===== src/rtl/core/pfpe_pkg.sv =====
// widths, codes and shared types of the potential field point evaluator
// no dependencies; imported by every module of the block
package pfpe_pkg;

    localparam int COORD_WIDTH = 16;
    localparam int POT_WIDTH   = 32;

    localparam int KIND_W     = 3;
    localparam int SIZE_W     = 16;
    localparam int LEVEL_W    = 31;
    localparam int CFG_IDX_W  = 3;
    localparam int CFG_DATA_W = 31;

    // clamped distance magnitude and compare widths
    localparam int DIST_W = 16;
    localparam int DIFF_W = COORD_WIDTH + 1;
    localparam int CMP_W  = (DIFF_W > DIST_W + 1) ? DIFF_W : DIST_W + 1;
    localparam int SLIT_W = CMP_W + 1;

    localparam int PROD_W = SIZE_W + DIST_W;
    localparam int SQ_W   = 2 * PROD_W;
    localparam int A2_W   = 2 * SIZE_W;
    localparam int R2_W   = 2 * DIST_W + 1;
    localparam int RR_W   = ((R2_W > A2_W) ? R2_W : A2_W) + 1;

    // harmonic rounding: half of the Q.32 square products back to Q.8
    localparam int HARM_SHIFT = 25;
    localparam int HARM_W     = SQ_W + 1 - HARM_SHIFT;

    // coulomb root and divide
    localparam int FRAC_SHIFT = 16;
    localparam int ROOT_IN_W  = RR_W + FRAC_SHIFT;
    localparam int ROOT_W     = (ROOT_IN_W + 1) / 2;
    localparam int SQ_REM_W   = ROOT_W + 1;
    localparam int NUM_W      = LEVEL_W + FRAC_SHIFT + 1;
    localparam int DIV_SKIP   = FRAC_SHIFT / 2;
    localparam int QUO_W      = NUM_W - DIV_SKIP;
    localparam int DIV_REM_W  = ROOT_W;

    localparam int TERM_W = ((HARM_W > QUO_W) ? HARM_W : QUO_W) + 2;
    localparam int SUM_W  = ((TERM_W > POT_WIDTH) ? TERM_W : POT_WIDTH) + 1;

    // pipeline layout
    localparam int FRONT_STAGES = 4;
    localparam int SQRT_STAGES  = ROOT_IN_W / 2;
    localparam int DIV_STAGES   = QUO_W + 1;
    localparam int SQRT_FIRST   = FRONT_STAGES;
    localparam int DIV_FIRST    = SQRT_FIRST + SQRT_STAGES;
    localparam int SEL_STAGE    = DIV_FIRST + DIV_STAGES;
    localparam int OUT_STAGE    = SEL_STAGE + 1;
    localparam int N_STAGES     = OUT_STAGE + 1;

    localparam int IN_DATA_W  = ((2 * COORD_WIDTH + POT_WIDTH + 7) / 8) * 8;
    localparam int OUT_DATA_W = ((POT_WIDTH + 7) / 8) * 8;

    localparam logic [DIST_W-1:0]    DIST_MAX = {DIST_W{1'b1}};
    localparam logic [POT_WIDTH-1:0] POT_MAX  = {1'b0, {(POT_WIDTH - 1){1'b1}}};
    localparam logic [POT_WIDTH-1:0] POT_MIN  = {1'b1, {(POT_WIDTH - 1){1'b0}}};

    // well shapes
    localparam logic [KIND_W-1:0] KIND_FREE     = 3'd0;
    localparam logic [KIND_W-1:0] KIND_HARMONIC = 3'd1;
    localparam logic [KIND_W-1:0] KIND_BOX      = 3'd2;
    localparam logic [KIND_W-1:0] KIND_BARRIER  = 3'd3;
    localparam logic [KIND_W-1:0] KIND_SLIT     = 3'd4;
    localparam logic [KIND_W-1:0] KIND_DISC     = 3'd5;
    localparam logic [KIND_W-1:0] KIND_COULOMB  = 3'd6;

    // register indexes
    localparam logic [CFG_IDX_W-1:0] REG_WELL_KIND = 3'd0;
    localparam logic [CFG_IDX_W-1:0] REG_CENTER_X  = 3'd1;
    localparam logic [CFG_IDX_W-1:0] REG_CENTER_Y  = 3'd2;
    localparam logic [CFG_IDX_W-1:0] REG_SIZE_A    = 3'd3;
    localparam logic [CFG_IDX_W-1:0] REG_SIZE_B    = 3'd4;
    localparam logic [CFG_IDX_W-1:0] REG_SIZE_C    = 3'd5;
    localparam logic [CFG_IDX_W-1:0] REG_LEVEL     = 3'd6;

    localparam logic [SIZE_W-1:0]  SIZE_A_RST = 16'd256;
    localparam logic [SIZE_W-1:0]  SIZE_B_RST = 16'd256;
    localparam logic [SIZE_W-1:0]  SIZE_C_RST = 16'd205;
    localparam logic [LEVEL_W-1:0] LEVEL_RST  = 31'd2560;

    // what an item carries past the root and divide stages
    typedef struct packed {
        logic signed [POT_WIDTH-1:0] acc;
        logic signed [TERM_W-1:0]    term;
        logic                        is_coul;
        logic                        force_min;
    } side_t;

endpackage


===== src/rtl/core/pfpe_sqrt_pipe.sv =====
// pipelined integer square root, one result bit per stage
// depends on pfpe_pkg; stage enables come from the top level valid chain
module pfpe_sqrt_pipe import pfpe_pkg::*; (
    input  logic                   aclk,
    input  logic [SQRT_STAGES-1:0] stage_en,
    input  logic [ROOT_IN_W-1:0]   rad_in,
    input  side_t                  side_in,
    output logic [ROOT_W-1:0]      root_out,
    output side_t                  side_out
);

    typedef struct packed {
        logic [SQ_REM_W-1:0] rem;
        logic [ROOT_W-1:0]   root;
    } sq_state_t;

    function automatic sq_state_t sqrt_step(input logic [SQ_REM_W-1:0] rem,
                                            input logic [ROOT_W-1:0]   root,
                                            input logic [1:0]          pair);
        logic [SQ_REM_W+1:0] rem_s;
        logic [SQ_REM_W+1:0] trial;
        sq_state_t           res;
        rem_s = {rem, pair};
        trial = {1'b0, root, 2'b01};
        if (rem_s >= trial) begin
            res.rem  = SQ_REM_W'(rem_s - trial);
            res.root = {root[ROOT_W-2:0], 1'b1};
        end else begin
            res.rem  = rem_s[SQ_REM_W-1:0];
            res.root = {root[ROOT_W-2:0], 1'b0};
        end
        return res;
    endfunction

    logic [SQ_REM_W-1:0]  rem_reg  [SQRT_STAGES-1];
    logic [ROOT_W-1:0]    root_reg [SQRT_STAGES-1];
    logic [ROOT_IN_W-1:0] rad_reg  [SQRT_STAGES-1];
    side_t                side_reg [SQRT_STAGES];
    logic [ROOT_W-1:0]    root_last_reg;

    sq_state_t            step_next [SQRT_STAGES-1];
    logic [ROOT_IN_W-1:0] rad_next  [SQRT_STAGES-1];
    sq_state_t            last_next;

    always_comb begin
        step_next[0] = sqrt_step('0, '0, rad_in[ROOT_IN_W-1 -: 2]);
        rad_next[0]  = rad_in << 2;
        for (int i = 1; i < SQRT_STAGES - 1; i++) begin
            step_next[i] = sqrt_step(rem_reg[i-1], root_reg[i-1],
                                     rad_reg[i-1][ROOT_IN_W-1 -: 2]);
            rad_next[i]  = rad_reg[i-1] << 2;
        end
        last_next = sqrt_step(rem_reg[SQRT_STAGES-2], root_reg[SQRT_STAGES-2],
                              rad_reg[SQRT_STAGES-2][ROOT_IN_W-1 -: 2]);
    end

    always_ff @(posedge aclk) begin
        for (int i = 0; i < SQRT_STAGES - 1; i++) begin
            if (stage_en[i]) begin
                rem_reg[i]  <= step_next[i].rem;
                root_reg[i] <= step_next[i].root;
                rad_reg[i]  <= rad_next[i];
            end
        end
        if (stage_en[SQRT_STAGES-1]) begin
            root_last_reg <= last_next.root;
        end
        if (stage_en[0]) begin
            side_reg[0] <= side_in;
        end
        for (int i = 1; i < SQRT_STAGES; i++) begin
            if (stage_en[i]) begin
                side_reg[i] <= side_reg[i-1];
            end
        end
    end

    assign root_out = root_last_reg;
    assign side_out = side_reg[SQRT_STAGES-1];

endmodule


===== config.mk =====
export PLATFORM = sky130hd
export DESIGN_NAME = pfpe_sqrt_pipe
export DESIGN_NICKNAME = d
export VERILOG_FILES = /design/src/rtl/core/pfpe_pkg.sv /design/src/rtl/core/pfpe_sqrt_pipe.sv
export SDC_FILE = /design/constraint.sdc
export NUM_CORES = 2
export LEC_CHECK = 0
export ABC_CLOCK_PERIOD_IN_PS = 4500
export BUFFER_PORTS_ARGS = -buffer_cell sky130_fd_sc_hd__buf_2
export CORE_MARGIN = 2
export CORE_UTILIZATION = 40
export DETAILED_ROUTE_END_ITERATION = 6
export GPL_ROUTABILITY_DRIVEN = 1
export PLACE_DENSITY_LB_ADDON = 0.08
export SYNTH_ARGS = -nofsm -noshare
export SYNTH_HDL_FRONTEND = slang
export SYNTH_MEMORY_MAX_BITS = 65536
export SYNTH_SLANG_ARGS = --single-unit

===== constraint.sdc =====
create_clock -name aclk -period 4.5 [get_ports aclk]
set_input_delay 0.45 -clock aclk [delete_from_list [all_inputs] [get_ports aclk]]
set_output_delay 0.45 -clock aclk [all_outputs]
set_load 0.1 [all_outputs]

==> metrics.md <==
| Metric | Value |
|---|---|
| Status | `finished clean` |
| Yosys warnings | `0` |
| Vias in the first global route | `~63k` |
| Total gr overflow | `0` |
| Clock sinks | `3414` |
| Critical path cell sequence | `ha_1, a2111oi_0, inv_1, o31ai_1, o21ai_0, a21oi_1, nor2b_1, o21ai_0, nand4b_1, xnor2_1` |
| Number of I/O pins | `253` |
| Post-route ant nets | `0` |
| Crit. End Element | `flop` |
| Layout area overhead | `15.6%` |
| Core area | `317000 um^2` |
| Final wirelength | `around 240 mm` |
| Worst-path clk slew | `roughly 60 ps` |
| Gpl congestion | `0.844` |
| Initial antenna violation count | `6` |
| Hold path cells | `1` |
| Drt first pass iters | `7` |
| Avg Cell Area, Syn | `around 18 um^2` |
| Global Route Usage Sum | `about 15%` |
| Setup violators final | `0` |
| Post-synth EDFFs | `3414` |
| Final Hold Viols | `0` |
| FF+latch count, synth | `3414` |
| Clock latency at the later pin of the worst-skew pair | `910 ps` |
| Number of max-cap violations | `0` |
| DR iter-0 viols | `3860` |
| First-pass GRT wire length | `368 mm` |
| Critical path's largest stage delay | `650 ps` |
| Fmax | `273 MHz` |
| DR vias | `approximately 60k` |
| Synthesized net count | `just under 8k` |
| H-tree depth | `5` |
| Clock skew | `80.2 ps` |
| CP Class | `reg -> reg` |
| Setup_tns | `0 ps` |
| Mapped Cells | `7271` |
| Layout Nets | `8474` |
| Crit path time final | `3660 ps` |
| Hold Path Class | `in -> reg` |
| WL/cell | `slightly below 20 um` |
| WHS | `75.2 ps` |
| CP arrival | `4280 ps` |
| CP delay by family, top | `compound AO/OA/AOI/OAI gates` |
| Die Y | `568 um` |
| Share of layout cells above drive strength 1 | `between 10% and 20%` |
| Max Slew Vio Count | `0` |
| R2R cell count | `10` |
| Clock buffer count from CTS | `roughly 370` |
| CP most frequent cell | `o21ai_0` |
| Power Density | `523 nW/um^2` |
| Starting Density | `about 40%` |
| Largest net degree at the start of global routing | `95` |
| Ys flop type | `edfxtp_1` |
| Leak | `0.0533 uW` |
| IO Port Bufs | `252` |
| Vias per inst | `approximately 4.8` |
| CP Data Required Time | `~5000 ps` |
| Unrepaired setup endpoints after global routing | `no` |
| Crit Path Max Fanout | `6` |
| Crit path depth | `10` |
| Worst path slowest cell | `a2111oi_0` |
| Actual slew at the worst max-slew pin | `969 ps` |
| Final period util | `81.3%` |
| CTS Buffer Depth | `4` |
| Die Wd | `roughly 570 um` |
| Distinct cells, synth | `78` |
| Share of flip-flops with an asynchronous set or reset | `0%` |
| Core Rows | `207` |
| Dpl hpwl | `161 mm` |
| DRC | `0` |
| Register area share after synthesis | `80.6%` |
| CTS tree | `built` |
| Root buf cell | `clkbuf_16` |
| Crit path buffers/inverters | `1` |
| Synth Cell Area | `127000 um^2` |
| Die ar. | `323000 um^2` |
| Startpoint Class | `flop` |
| VDD IR max | `0.412 mV` |
| Worst slew margin | `34.8%` |
| Largest register FFs | `1900` |
-- per-layer routing --
| layer | track usage, % | part of all wire [%] | wire length, um |
|---|---|---|---|
| met1 | 18.0 | 42 | 101000 |
| met2 | 26.7 | 51 | 123000 |
| met3 | 2.13 | 3.2 | 7780 |
| met4 | 5.14 | 3.4 | 8100 |
| met5 | 0 | 0 | 0 |
-- placed cells by master (no fill, tap or decap), types with 60 or more instances in the layout --
cell type,count
clkinv_1,96
xnor2_1,250
o21ai_0,313
a21o_1,133
nor4_1,79
buf_4,64
xor2_1,218
o21a_1,65
nand2b_1,73
buf_2,227
nor2b_1,60
nor3_1,107
ha_1,352
dlygate4sd3_1,142
nand2_1,361
clkbuf_1,74
nor2_1,298
nand3_1,90
a21oi_1,289
edfxtp_1,3414
inv_1,439
clkbuf_16,375
-- cell families (layout without fill, tap and decap cells) --
family,Yosys count,after routing,synth area share [%]
compound gates,1032,1032,4.95
xor+xnor,468,468,3.22
fa+ha+maj,352,352,3.46
buf+inv,599,1591,1.99
flops,3414,3414,80.6
mux,59,59,0.514
other cells,1,4,0.00295
simple gates,1346,1346,5.29
-- cells in the mapped netlist, drive strengths merged (6+ instances only) --
library cell	count	area, um^2
edfxtp	3414	103000
inv	441	1660
nand2	361	1360
ha	352	4400
o21ai	313	1570
nor2	299	1120
a21oi	291	1460
xnor2	250	2190
xor2	218	1910
a21o	133	998
nor3	108	552
nand3	92	470
buf	81	591
nor4	79	494
clkbuf	75	282
nand2b	73	457
o21a	65	488
nor2b	60	375
nand4	58	363
or3	57	367
mux2	51	574
and3	37	231
o31ai	34	255
a31oi	32	200
a211oi	24	180
o21bai	23	173
or4	22	169
nand3b	21	158
or2	20	125
o211ai	16	120
a21boi	14	105
and2	13	81.3
nand4b	10	87.6
nor3b	9	72.6
o41ai	9	78.8
a2111oi	8	70.1
a211o	8	70.1
mux2i	8	80.1
nor4b	8	82.6
o22ai	8	50.1
a31o	7	61.3
and4	6	52.6
-- final cells by class --
cell class / instances / area [um^2]
fillers: 27000 / 170000
flip-flops and latches: 3414 / 103000
multi-input cells: 3258 / 22200
clock buffers: 449 / 9660
well taps: 4180 / 5230
repair buffers: 484 / 3850
clock inverters: 215 / 2000
inverters: 443 / 1660
diodes: 3 / 7.51
-- worst paths after layout --
path / start / end / slack (ps)
max: rem_reg[1][136]$_DFFE_PP_ / rem_reg[1][179]$_DFFE_PP_ / 840
min: stage_en[14] / side_reg[0][1127]$_DFFE_PP_ / 80
max reg2reg: rem_reg[1][136]$_DFFE_PP_ / rem_reg[1][179]$_DFFE_PP_ / 840
min reg2reg: side_reg[0][1082]$_DFFE_PP_ / side_reg[0][1158]$_DFFE_PP_ / 390
-- power breakdown --
group / switching, uW / internal, uW / total, uW / leakage [uW]
Combinational: 5000 / 3260 / 8260 / 0.0145
Sequential: 1350 / 38400 / 39800 / 0.0331
Clock: 12000 / 17000 / 28900 / 0.00566
Total: 18300 / 58700 / 76900 / 0.0533
-- timing repair --
item | in CTS | in global routing
resized for setup | 0 | 0
hold buffers | 142 | 0
setup buffers | 0 | 0
hold endpoints to repair | 473 | 0
-- through the flow --
step	power (uW)	instance area, um^2	instances	setup WS (ps)	util [%]
2_1_floorplan	45400	127000	7271	1120	-
3_3_place_gp	48600	134000	11600	795	42.3
3_5_place_dp	48700	134000	11600	833	42.3
4_1_cts	78200	147000	12400	764	46.4
5_1_grt	80500	147000	12400	614	46.4
6_report	76900	147000	12400	841	46.4
Power figures use the tool's default switching activity.
